$ cat config.mk
export PLATFORM = sky130hd
export DESIGN_NAME = pending_request_tracker_top_flat
export DESIGN_NICKNAME = d
export VERILOG_FILES = /design/src/design/prt_pkg.sv /design/src/design/prt_in_if.sv /design/src/design/prt_out_if.sv /design/src/design/prt_cfg_if.sv /design/src/design/prt_cell.sv /design/src/design/pending_request_tracker_top.sv /design/src/flat_wrapper.sv
export SDC_FILE = /design/constraint.sdc
export NUM_CORES = 2
export LEC_CHECK = 0
export ABC_AREA = 1
export ABC_CLOCK_PERIOD_IN_PS = 9700
export BUFFER_PORTS_ARGS = -buffer_cell sky130_fd_sc_hd__buf_2
export CORE_ASPECT_RATIO = 0.7
export CORE_MARGIN = 2
export CORE_UTILIZATION = 55
export DETAILED_ROUTE_END_ITERATION = 10
export PLACE_DENSITY = 0.74
export SYNTH_ARGS = -nofsm -noshare
export SYNTH_HDL_FRONTEND = slang
export SYNTH_SLANG_ARGS = --single-unit
$ cat constraint.sdc
create_clock -name clk_i -period 9.7 [get_ports clk_i]
set_input_delay 1.94 -clock clk_i [delete_from_list [all_inputs] [get_ports clk_i]]
set_output_delay 1.94 -clock clk_i [all_outputs]
set_load 0.05 [all_outputs]
$ cat src/design/prt_pkg.sv
package prt_pkg;

  localparam int unsigned TimeW = 48;
  localparam int unsigned InstW = 5;
  localparam logic [15:0] DefaultTimeoutReset = 16'd5000;

  typedef enum logic [1:0] {
    KIND_SEND  = 2'd0,
    KIND_RESP  = 2'd1,
    KIND_CHECK = 2'd2
  } kind_e;

  typedef enum logic [2:0] {
    ST_RECORDED    = 3'd0,
    ST_FULL        = 3'd1,
    ST_UNTRACKED   = 3'd2,
    ST_MATCHED     = 3'd3,
    ST_UNMATCHED   = 3'd4,
    ST_EXPIRED     = 3'd5,
    ST_NONE_EXPIRED = 3'd6
  } status_e;

  typedef enum logic [1:0] {
    FSM_IDLE,
    FSM_EXEC,
    FSM_CHECK
  } fsm_e;

  typedef struct packed {
    logic [1:0]       channel;
    logic [5:0]       mtype;
    logic [7:0]       cmd;
    logic [InstW-1:0] inst;
    logic [7:0]       token;
    logic [TimeW-1:0] expiry;
  } entry_t;

  typedef struct packed {
    logic             append;
    logic             search;
    logic             remove;
    logic             by_expiry;
    logic [1:0]       key_channel;
    logic [5:0]       key_type;
    logic [7:0]       key_cmd;
    logic [InstW-1:0] key_inst;
    logic [TimeW-1:0] now;
    entry_t           new_entry;
  } cell_ctrl_t;

endpackage

$ cat src/design/prt_in_if.sv
interface prt_in_if
  import prt_pkg::*;
();
  logic             valid;
  logic             ready;
  logic [1:0]       kind;
  logic [1:0]       channel;
  logic             is_request;
  logic [5:0]       msg_type_code;
  logic [7:0]       command;
  logic [InstW-1:0] instance_req;
  logic [15:0]      req_timeout;
  logic [7:0]       token;
  logic [TimeW-1:0] now_ms;

  modport source (
    output valid, kind, channel, is_request, msg_type_code, command, instance_req,
    output req_timeout, token, now_ms,
    input  ready
  );
  modport sink (
    input  valid, kind, channel, is_request, msg_type_code, command, instance_req,
    input  req_timeout, token, now_ms,
    output ready
  );
endinterface

$ cat src/design/prt_out_if.sv
interface prt_out_if
  import prt_pkg::*;
();
  logic             valid;
  logic             ready;
  logic [2:0]       status;
  logic [InstW-1:0] assigned_inst;
  logic [1:0]       out_channel;
  logic [5:0]       out_type;
  logic [7:0]       out_cmd;
  logic [7:0]       out_token;
  logic             last;

  modport source (
    output valid, status, assigned_inst, out_channel, out_type, out_cmd, out_token, last,
    input  ready
  );
  modport sink (
    input  valid, status, assigned_inst, out_channel, out_type, out_cmd, out_token, last,
    output ready
  );
endinterface

$ cat src/design/prt_cfg_if.sv
interface prt_cfg_if;
  logic        valid;
  logic        ready;
  logic [15:0] data;

  modport source (
    output valid, data,
    input  ready
  );
  modport sink (
    input  valid, data,
    output ready
  );
endinterface

$ cat src/design/prt_cell.sv
module prt_cell
  import prt_pkg::*;
(
  input  logic       clk_i,
  input  logic       rst_ni,
  input  cell_ctrl_t ctrl_i,
  input  logic       prev_valid_i,
  input  logic       next_valid_i,
  input  entry_t     next_entry_i,
  input  logic       hit_i,
  input  logic       more_i,
  input  entry_t     found_i,
  output logic       valid_o,
  output entry_t     entry_o,
  output logic       hit_o,
  output logic       more_o,
  output entry_t     found_o
);

  logic   valid_q, valid_d;
  entry_t entry_q, entry_d;
  logic   key_match;
  logic   expired;
  logic   sel;
  logic   kill;

  assign key_match = (entry_q.channel == ctrl_i.key_channel) &&
                     (entry_q.inst == ctrl_i.key_inst) &&
                     (entry_q.mtype == ctrl_i.key_type) &&
                     (entry_q.cmd == ctrl_i.key_cmd);
  assign expired   = (entry_q.expiry <= ctrl_i.now);
  assign sel       = ctrl_i.search & valid_q & (ctrl_i.by_expiry ? expired : key_match);
  assign kill      = ctrl_i.remove & (hit_i | sel);

  assign hit_o   = hit_i | sel;
  assign more_o  = more_i | (hit_i & sel);
  assign found_o = (hit_i || !sel) ? found_i : entry_q;
  assign valid_o = valid_q;
  assign entry_o = entry_q;

  always_comb begin
    valid_d = valid_q;
    entry_d = entry_q;
    if (kill) begin
      valid_d = next_valid_i;
      entry_d = next_entry_i;
    end else if (ctrl_i.append && !valid_q && prev_valid_i) begin
      valid_d = 1'b1;
      entry_d = ctrl_i.new_entry;
    end
  end

  always_ff @(posedge clk_i or negedge rst_ni) begin
    if (!rst_ni) begin
      valid_q <= 1'b0;
    end else begin
      valid_q <= valid_d;
    end
  end

  always_ff @(posedge clk_i) begin
    entry_q <= entry_d;
  end

endmodule

$ cat src/design/pending_request_tracker_top.sv
// Channel  Direction  Transfer carries
// in_i     sink       one send, response or timeout-check item
// out_o    source     one result: status, instance, entry fields, last
// cfg_i    sink       default timeout in ms, 16 bits
//
// An input transfer is taken only while the table is idle; a send or response item is
// executed in the EXEC state, which registers its result on the output.
// A timeout check removes one expired entry per cycle from the row of cells while the
// result output is not stalled, and returns to idle after the last expired entry.
// Reset empties the table, clears the instance counters and sets the default to 5000.
// A stalled result holds the table: no entry moves until the result is taken.
module pending_request_tracker_top
  import prt_pkg::*;
#(
  parameter int unsigned TABLE_DEPTH  = 16,
  parameter int unsigned NUM_CHANNELS = 4
) (
  input logic    clk_i,
  input logic    rst_ni,
  prt_in_if.sink   in_i,
  prt_out_if.source out_o,
  prt_cfg_if.sink  cfg_i
);

  localparam int unsigned CiW = (NUM_CHANNELS > 1) ? $clog2(NUM_CHANNELS) : 1;

  function automatic logic [CiW-1:0] ch_idx(input logic [1:0] ch);
    logic [4:0] v;
    v = {3'b000, ch};
    for (int k = 0; k < 3; k++) begin
      if (v >= 5'(NUM_CHANNELS)) begin
        v = v - 5'(NUM_CHANNELS);
      end
    end
    return CiW'(v);
  endfunction

  fsm_e state_q, state_d;

  logic [15:0]      dflt_q;
  logic [InstW-1:0] inst_cnt_q [NUM_CHANNELS];
  logic             cnt_inc;

  logic [1:0]       op_kind_q;
  logic [1:0]       op_ch_q;
  logic             op_isreq_q;
  logic [5:0]       op_type_q;
  logic [7:0]       op_cmd_q;
  logic [InstW-1:0] op_iq_q;
  logic [7:0]       op_tok_q;
  logic [TimeW-1:0] op_exp_q;
  logic [TimeW-1:0] op_now_q;
  logic [15:0]      tmo_eff;
  logic             in_fire;

  logic             out_valid_q, out_valid_d;
  logic             out_load;
  logic             out_free;
  logic [2:0]       st_q, st_d;
  logic [InstW-1:0] oinst_q, oinst_d;
  logic [1:0]       och_q, och_d;
  logic [5:0]       otype_q, otype_d;
  logic [7:0]       ocmd_q, ocmd_d;
  logic [7:0]       otok_q, otok_d;
  logic             olast_q, olast_d;

  cell_ctrl_t       ctrl;
  logic [CiW-1:0]   ci;
  logic             full;
  logic             is_send_req;

  logic [TABLE_DEPTH-1:0] vmask;
  entry_t                 ent [TABLE_DEPTH];
  logic                   hit [TABLE_DEPTH+1];
  logic                   more [TABLE_DEPTH+1];
  entry_t                 found [TABLE_DEPTH+1];

  assign cfg_i.ready = 1'b1;
  assign in_i.ready  = (state_q == FSM_IDLE);
  assign in_fire     = in_i.valid & in_i.ready;
  assign tmo_eff     = (in_i.req_timeout == 16'd0) ? dflt_q : in_i.req_timeout;
  assign out_free    = !out_valid_q || out_o.ready;
  assign ci          = ch_idx(op_ch_q);
  assign full        = vmask[TABLE_DEPTH-1];
  assign is_send_req = (state_q == FSM_EXEC) && (op_kind_q == KIND_SEND) && op_isreq_q;

  assign ctrl.append      = is_send_req && !full && out_free;
  assign ctrl.search      = ((state_q == FSM_EXEC) && (op_kind_q == KIND_RESP)) ||
                            (state_q == FSM_CHECK);
  assign ctrl.remove      = ctrl.search && out_free;
  assign ctrl.by_expiry   = (state_q == FSM_CHECK);
  assign ctrl.key_channel = op_ch_q;
  assign ctrl.key_type    = op_type_q;
  assign ctrl.key_cmd     = op_cmd_q;
  assign ctrl.key_inst    = op_iq_q;
  assign ctrl.now         = op_now_q;
  assign ctrl.new_entry   = '{channel: op_ch_q, mtype: op_type_q, cmd: op_cmd_q,
                              inst: inst_cnt_q[ci], token: op_tok_q, expiry: op_exp_q};

  assign hit[0]   = 1'b0;
  assign more[0]  = 1'b0;
  assign found[0] = '0;

  for (genvar g = 0; g < TABLE_DEPTH; g++) begin : g_cell
    logic   prev_v;
    logic   next_v;
    entry_t next_e;
    if (g == 0) begin : g_head
      assign prev_v = 1'b1;
    end else begin : g_body
      assign prev_v = vmask[g-1];
    end
    if (g == TABLE_DEPTH - 1) begin : g_tail
      assign next_v = 1'b0;
      assign next_e = '0;
    end else begin : g_link
      assign next_v = vmask[g+1];
      assign next_e = ent[g+1];
    end
    prt_cell u_cell (
      .clk_i       (clk_i),
      .rst_ni      (rst_ni),
      .ctrl_i      (ctrl),
      .prev_valid_i(prev_v),
      .next_valid_i(next_v),
      .next_entry_i(next_e),
      .hit_i       (hit[g]),
      .more_i      (more[g]),
      .found_i     (found[g]),
      .valid_o     (vmask[g]),
      .entry_o     (ent[g]),
      .hit_o       (hit[g+1]),
      .more_o      (more[g+1]),
      .found_o     (found[g+1])
    );
  end

  always_comb begin
    state_d  = state_q;
    out_load = 1'b0;
    cnt_inc  = 1'b0;
    st_d     = ST_NONE_EXPIRED;
    oinst_d  = '0;
    och_d    = op_ch_q;
    otype_d  = op_type_q;
    ocmd_d   = op_cmd_q;
    otok_d   = op_tok_q;
    olast_d  = 1'b1;
    case (state_q)
      FSM_IDLE: begin
        if (in_fire) begin
          state_d = (in_i.kind == KIND_CHECK) ? FSM_CHECK : FSM_EXEC;
        end
      end
      FSM_EXEC: begin
        if (out_free) begin
          state_d = FSM_IDLE;
          case (op_kind_q)
            KIND_SEND: begin
              out_load = 1'b1;
              if (!op_isreq_q) begin
                st_d = ST_UNTRACKED;
              end else if (full) begin
                st_d = ST_FULL;
              end else begin
                st_d    = ST_RECORDED;
                oinst_d = inst_cnt_q[ci];
                cnt_inc = 1'b1;
              end
            end
            KIND_RESP: begin
              out_load = 1'b1;
              if (hit[TABLE_DEPTH]) begin
                st_d    = ST_MATCHED;
                oinst_d = found[TABLE_DEPTH].inst;
                och_d   = found[TABLE_DEPTH].channel;
                otype_d = found[TABLE_DEPTH].mtype;
                ocmd_d  = found[TABLE_DEPTH].cmd;
                otok_d  = found[TABLE_DEPTH].token;
              end else begin
                st_d    = ST_UNMATCHED;
                oinst_d = op_iq_q;
              end
            end
            default: begin
              out_load = 1'b0;
            end
          endcase
        end
      end
      FSM_CHECK: begin
        if (out_free) begin
          out_load = 1'b1;
          if (hit[TABLE_DEPTH]) begin
            st_d    = ST_EXPIRED;
            oinst_d = found[TABLE_DEPTH].inst;
            och_d   = found[TABLE_DEPTH].channel;
            otype_d = found[TABLE_DEPTH].mtype;
            ocmd_d  = found[TABLE_DEPTH].cmd;
            otok_d  = found[TABLE_DEPTH].token;
            olast_d = !more[TABLE_DEPTH];
            if (!more[TABLE_DEPTH]) begin
              state_d = FSM_IDLE;
            end
          end else begin
            st_d    = ST_NONE_EXPIRED;
            och_d   = '0;
            otype_d = '0;
            ocmd_d  = '0;
            otok_d  = '0;
            state_d = FSM_IDLE;
          end
        end
      end
      default: begin
        state_d = FSM_IDLE;
      end
    endcase
  end

  assign out_valid_d = out_load || (out_valid_q && !out_o.ready);

  always_ff @(posedge clk_i or negedge rst_ni) begin
    if (!rst_ni) begin
      state_q     <= FSM_IDLE;
      out_valid_q <= 1'b0;
      dflt_q      <= DefaultTimeoutReset;
      for (int k = 0; k < NUM_CHANNELS; k++) begin
        inst_cnt_q[k] <= '0;
      end
    end else begin
      state_q     <= state_d;
      out_valid_q <= out_valid_d;
      if (cfg_i.valid && cfg_i.ready) begin
        dflt_q <= cfg_i.data;
      end
      if (cnt_inc) begin
        inst_cnt_q[ci] <= inst_cnt_q[ci] + InstW'(1);
      end
    end
  end

  always_ff @(posedge clk_i) begin
    if (in_fire) begin
      op_kind_q  <= in_i.kind;
      op_ch_q    <= in_i.channel;
      op_isreq_q <= in_i.is_request;
      op_type_q  <= in_i.msg_type_code;
      op_cmd_q   <= in_i.command;
      op_iq_q    <= in_i.instance_req;
      op_tok_q   <= in_i.token;
      op_exp_q   <= in_i.now_ms + TimeW'(tmo_eff);
      op_now_q   <= in_i.now_ms;
    end
    if (out_load) begin
      st_q    <= st_d;
      oinst_q <= oinst_d;
      och_q   <= och_d;
      otype_q <= otype_d;
      ocmd_q  <= ocmd_d;
      otok_q  <= otok_d;
      olast_q <= olast_d;
    end
  end

  assign out_o.valid         = out_valid_q;
  assign out_o.status        = st_q;
  assign out_o.assigned_inst = oinst_q;
  assign out_o.out_channel   = och_q;
  assign out_o.out_type      = otype_q;
  assign out_o.out_cmd       = ocmd_q;
  assign out_o.out_token     = otok_q;
  assign out_o.last          = olast_q;

  a_packed: assert property (@(posedge clk_i) disable iff (!rst_ni)
    (vmask & (vmask + TABLE_DEPTH'(1))) == '0)
    else $error("Table entries are not packed toward the head.");

  a_no_append_full: assert property (@(posedge clk_i) disable iff (!rst_ni)
    ctrl.append |-> !full)
    else $error("Append attempted into a full table.");

  a_one_removal: assert property (@(posedge clk_i) disable iff (!rst_ni)
    ##1 ($countones(vmask) + 1 >= $countones($past(vmask))))
    else $error("More than one entry left the table in one cycle.");

  a_expired_only: assert property (@(posedge clk_i) disable iff (!rst_ni)
    (state_q == FSM_CHECK && hit[TABLE_DEPTH]) |-> (found[TABLE_DEPTH].expiry <= op_now_q))
    else $error("Reported entry has not expired.");

endmodule

$ cat src/flat_wrapper.sv
// flat-port wrapper written by rule: the top's interface ports become plain ports
module pending_request_tracker_top_flat import prt_pkg::*;
#(
  parameter int unsigned TABLE_DEPTH  = 16,
  parameter int unsigned NUM_CHANNELS = 4
)
  (clk_i, rst_ni, in_i_valid, in_i_kind, in_i_channel, in_i_is_request, in_i_msg_type_code, in_i_command, in_i_instance_req, in_i_req_timeout, in_i_token, in_i_now_ms, in_i_ready, out_o_valid, out_o_status, out_o_assigned_inst, out_o_out_channel, out_o_out_type, out_o_out_cmd, out_o_out_token, out_o_last, out_o_ready, cfg_i_valid, cfg_i_data, cfg_i_ready);
  prt_in_if in_i_i ();
  prt_out_if out_o_i ();
  prt_cfg_if cfg_i_i ();
  input logic clk_i;
  input logic rst_ni;
  input wire logic [$bits(in_i_i.valid)-1:0] in_i_valid;
  input wire logic [$bits(in_i_i.kind)-1:0] in_i_kind;
  input wire logic [$bits(in_i_i.channel)-1:0] in_i_channel;
  input wire logic [$bits(in_i_i.is_request)-1:0] in_i_is_request;
  input wire logic [$bits(in_i_i.msg_type_code)-1:0] in_i_msg_type_code;
  input wire logic [$bits(in_i_i.command)-1:0] in_i_command;
  input wire logic [$bits(in_i_i.instance_req)-1:0] in_i_instance_req;
  input wire logic [$bits(in_i_i.req_timeout)-1:0] in_i_req_timeout;
  input wire logic [$bits(in_i_i.token)-1:0] in_i_token;
  input wire logic [$bits(in_i_i.now_ms)-1:0] in_i_now_ms;
  output wire logic [$bits(in_i_i.ready)-1:0] in_i_ready;
  output wire logic [$bits(out_o_i.valid)-1:0] out_o_valid;
  output wire logic [$bits(out_o_i.status)-1:0] out_o_status;
  output wire logic [$bits(out_o_i.assigned_inst)-1:0] out_o_assigned_inst;
  output wire logic [$bits(out_o_i.out_channel)-1:0] out_o_out_channel;
  output wire logic [$bits(out_o_i.out_type)-1:0] out_o_out_type;
  output wire logic [$bits(out_o_i.out_cmd)-1:0] out_o_out_cmd;
  output wire logic [$bits(out_o_i.out_token)-1:0] out_o_out_token;
  output wire logic [$bits(out_o_i.last)-1:0] out_o_last;
  input wire logic [$bits(out_o_i.ready)-1:0] out_o_ready;
  input wire logic [$bits(cfg_i_i.valid)-1:0] cfg_i_valid;
  input wire logic [$bits(cfg_i_i.data)-1:0] cfg_i_data;
  output wire logic [$bits(cfg_i_i.ready)-1:0] cfg_i_ready;
  assign in_i_i.valid = in_i_valid;
  assign in_i_i.kind = in_i_kind;
  assign in_i_i.channel = in_i_channel;
  assign in_i_i.is_request = in_i_is_request;
  assign in_i_i.msg_type_code = in_i_msg_type_code;
  assign in_i_i.command = in_i_command;
  assign in_i_i.instance_req = in_i_instance_req;
  assign in_i_i.req_timeout = in_i_req_timeout;
  assign in_i_i.token = in_i_token;
  assign in_i_i.now_ms = in_i_now_ms;
  assign in_i_ready = in_i_i.ready;
  assign out_o_valid = out_o_i.valid;
  assign out_o_status = out_o_i.status;
  assign out_o_assigned_inst = out_o_i.assigned_inst;
  assign out_o_out_channel = out_o_i.out_channel;
  assign out_o_out_type = out_o_i.out_type;
  assign out_o_out_cmd = out_o_i.out_cmd;
  assign out_o_out_token = out_o_i.out_token;
  assign out_o_last = out_o_i.last;
  assign out_o_i.ready = out_o_ready;
  assign cfg_i_i.valid = cfg_i_valid;
  assign cfg_i_i.data = cfg_i_data;
  assign cfg_i_ready = cfg_i_i.ready;
  pending_request_tracker_top #(.TABLE_DEPTH(TABLE_DEPTH), .NUM_CHANNELS(NUM_CHANNELS)) u_core (.clk_i(clk_i), .rst_ni(rst_ni), .in_i(in_i_i), .out_o(out_o_i), .cfg_i(cfg_i_i));
endmodule
==> impl_metrics.ini <==
[status]
status = finished, final reports clean

[worst_setup_path]
path_cells = inv_2 > or2_0 > nand3_1 > nor2_1 > nand3_1 > a21oi_1 > nand2_2 > nand2_2 > nor2_1 > nand4_2 > nor2_1 > nand3_2 > nor2_4 > nand3_4 > nor2_8 > nand3_4 > nand2_4 > buf_4 > o21ai_0
endpoint_kind = flip-flop
crit_type = reg -> reg
crit_required_ns = 10.22
worst_path_max_delay_cell = edfxtp_1
critPathMaxStageDelay_ns = 1.07
crit_top_cell = nor2_1
cp_top_family = simple AND/OR/NAND/NOR gates
start_kind = flip-flop
worstPathArrival_ns = 6.50
cp_max_fo = 92
path_buf_inv = 2

[run]
cap_violations = 0

[timing]
clock_skew_ns = 0.03340
period_share = 0.6166
setup_tns_ns = 0
slew_viol_final = 0
max_freq_ghz = 0.1672
period_minus_slack_ns = 5.981
worst_pin_slew_ns = 1.207
rsz0062_at_grt = no
finalHoldViolations = 0
setup_viol = 0
relSlewSlack = 0.1910

[power_and_ir_drop]
switching_share = 0.3188
power_frac_comb = 0.239
seqPwrFrac = 0.443
peakVddDrop_uv = 152.0
power.switching_mw = 5.713
p_int_mw = 12.21
leakage_nw = 36.20
powerDensity_nw_per_um2 = 194.6
pwr-share-clk = 0.318

[clock_tree]
clock-sinks = 1448
clk_path_buf_depth = 3
cts_buffers = 149
htreeDepth = 4
cts_tree = built
clk_latency_ns = 0.81
post_cts_buffers = 0
cts_resized = 0
holdBufCountCts = 0
path_clk_slew_ns = 0.07
cts_root_buf = clkbuf_16

[layout]
fin_util = 0.6014
design_area_sq_um = 92100
fillCellCount = 12490
fin_nets = 10020
drive_gt1_frac = 0.07028
area_delta_synth_final_pct = 8.314
regArea_sq_um = 42440
multi_input_area_sq_um = 38130

[yosys]
ys_seq_elements = 1448
ys_seq_area_frac = 0.4992
synthArstFlopShare = 0.03798
synth_cells = 9144
synth_flop_cell = edfxtp_1
ys.warnings.count = 0
synth_edf_count = 1316
synth_area_sq_um = 85030
synth_area_per_cell_sq_um = 9.299
syn_nets = 10050
yosysUniqueCellTypes = 73

[global_route]
grt_pass1_vias = 60780
grt.total_usage = 0.2789
grt_pass1_wl_microns = 343500
grt_max_degree = 110
antenna_found_initial = 0
overflow = 0

[drt]
drt_wl_total_microns = 223500
drc_errors = 0
ant_nets = 0
drtIter0Drc = 8767
viasPerCell = 5.838
dr.pass1.iters = 7
num_vias = 65670
wire_per_inst_microns = 19.87

[die]
die_y_microns = 333.0
start_util = 0.5552
fp.dieW_microns = 473.9
core_area_sq_um = 153100
die_area_sq_um = 157800
placementRows = 120
ios = 153

[placement]
dpl_cell_area_sq_um = 87340
hpwl_microns = 171400
place.gp.congestion = 0.9146
port_buffers = 151

[min_path]
min_path_type = reg -> reg
[cell usage after synthesis, types with 10 or more instances]
cell type / n / area [sq um]
a211oi_1: 64 / 480.5
a211oi_2: 30 / 375.4
a21o_1: 14 / 105.1
a21oi_1: 528 / 2643
a221oi_1: 10 / 87.58
a22oi_1: 17 / 127.6
a31oi_1: 23 / 143.9
buf_1: 12 / 45.04
buf_2: 88 / 440.4
buf_4: 38 / 285.3
buf_6: 12 / 135.1
clkbuf_1: 311 / 1167
dfrtp_1: 50 / 1251
dfxtp_1: 77 / 1541
edfxtp_1: 1316 / 39520
ha_1: 788 / 9859
inv_1: 641 / 2406
inv_2: 11 / 41.29
mux2_2: 11 / 123.9
nand2_1: 2284 / 8573
nand3_1: 256 / 1281
nand4_1: 139 / 869.6
nor2_1: 519 / 1948
nor3_1: 62 / 310.3
nor4_1: 36 / 225.2
nor4b_1: 10 / 87.58
o211ai_1: 16 / 120.1
o21a_1: 26 / 195.2
o21ai_0: 1265 / 6331
o21bai_1: 13 / 97.59
o221ai_1: 16 / 140.1
or2_0: 21 / 131.4
xnor2_1: 208 / 1822
xor2_1: 115 / 1007
[cells in the final DEF (no fill, tap or decap), types with 77 or more instances in the layout]
master     synthesis  final
buf_4             38    131
dfxtp_1           77     77
inv_1            641    621
nand2_1         2284   2282
xnor2_1          208    208
clkbuf_16          0    157
nand4_1          139    139
nor2_1           519    508
ha_1             788    788
o21ai_0         1265   1264
nand3_1          256    256
xor2_1           115    115
a21oi_1          528    528
buf_2             88    151
edfxtp_1        1316   1316
[worst paths after layout]
kind | end | slack, ns | depth (start not counted) | start
hold / removal | u_core.g_cell[15].u_cell.entry_o[34] | 0.49 | 2 | u_core.g_cell[15].u_cell.entry_o[34]
min in group asynchronous | u_core.inst_cnt_q[13] | 1.34 | 2 | rst_ni
hold reg to reg | u_core.g_cell[15].u_cell.entry_o[34] | 0.49 | 2 | u_core.g_cell[15].u_cell.entry_o[34]
setup / recovery | u_core.g_cell[14].u_cell.entry_o[20] | 3.72 | 19 | u_core.op_iq_q[0]
setup reg to reg | u_core.g_cell[14].u_cell.entry_o[20] | 3.72 | 19 | u_core.op_iq_q[0]
max in group asynchronous | u_core.g_cell[0].u_cell.valid_o | 7.75 | 2 | rst_ni
[worst reg2reg max path, stage by stage (launching register included)]
cell      delay, ns
edfxtp_1       1.07
inv_2          0.51
or2_0          0.36
nand3_1        0.08
nor2_1         0.05
nand3_1        0.09
a21oi_1        0.08
nand2_2        0.27
nand2_2        0.13
nor2_1         0.18
nand4_2        0.19
nor2_1         0.33
nand3_2        0.22
nor2_4         0.21
nand3_4        0.15
nor2_8         0.19
nand3_4        0.16
nand2_4        0.65
buf_4          0.61
o21ai_0        0.20
[power by group through the flow]
stage          Combinational [mW]  Sequential, mW  Clock [mW]
3_5_place_dp                 4.16            8.04           0
2_1_floorplan                2.83            8.03           0
3_3_place_gp                 3.94            8.02           0
6_report                     4.29            7.93        5.70
4_1_cts                      4.19            7.92        5.75
5_1_grt                      4.77            7.97        6.00
[final cells by class]
class | count | share of cell area
multi-input cells | 6577 | 0.4140
repair buffers | 282 | 0.01888
diodes | 1 | 0.00002717
clock buffers | 191 | 0.04459
inverters | 657 | 0.02723
flip-flops and latches | 1448 | 0.4608
clock inverters | 79 | 0.007065
well taps | 2013 | 0.02735
[routing by layer]
metal  part of all wire  global-route usage  routed length [microns]
met5            0.00097            0.009747                      216
met4              0.021             0.07029                     4701
met3               0.13             0.06305                    28280
met2               0.38              0.3629                    83900
met1               0.48              0.4560                   106400
[logic make-up (layout without fill, tap and decap cells)]
family	Yosys count	after routing	share of synthesized area
buffers and inverters	1119	1209	0.05345
xor gates and xnor gates	323	323	0.03327
other	1	2	0.00004410
and+or+nand+nor	3393	3393	0.1652
DFF	1448	1448	0.4992
adders and majority gates	789	789	0.1162
muxes	11	11	0.001457
AOI/OAI and AO/OA	2060	2060	0.1313
[registers in the layout, indices dropped and copies added, names as in the netlist, 3 cells and up]
| register | flops |
|---|---|
| u_core.out_o.out_token | 8 |
| u_core.g_cell.u_cell.valid_o | 16 |
| u_core.op_type_q | 6 |
| u_core.op_cmd_q | 8 |
| u_core.op_iq_q | 5 |
| u_core.out_o.assigned_inst | 5 |
| u_core.op_now_q | 48 |
| u_core.out_o.out_type | 6 |
| u_core.op_exp_q | 48 |
| u_core.out_o.out_cmd | 8 |
| u_core.op_tok_q | 8 |
| u_core.g_cell.u_cell.entry_o | 1232 |
| u_core.out_o.status | 3 |
| u_core.inst_cnt_q | 20 |
| u_core.dflt_q | 16 |
[stage by stage]
stage | worst slack (ns) | instances | hold slack [ns] | power, mW
floorplan | 1.376 | 9144 | 0.4494 | 10.86
global placement | 3.337 | 10980 | 0.4673 | 11.96
detailed placement | 3.357 | 10980 | 0.4711 | 12.20
CTS | 3.947 | 11250 | 0.4832 | 17.86
global route | 3.504 | 11250 | 0.4997 | 18.74
finish | 3.719 | 11250 | 0.4862 | 17.92
No activity file was read; power rests on OpenSTA's default activity.
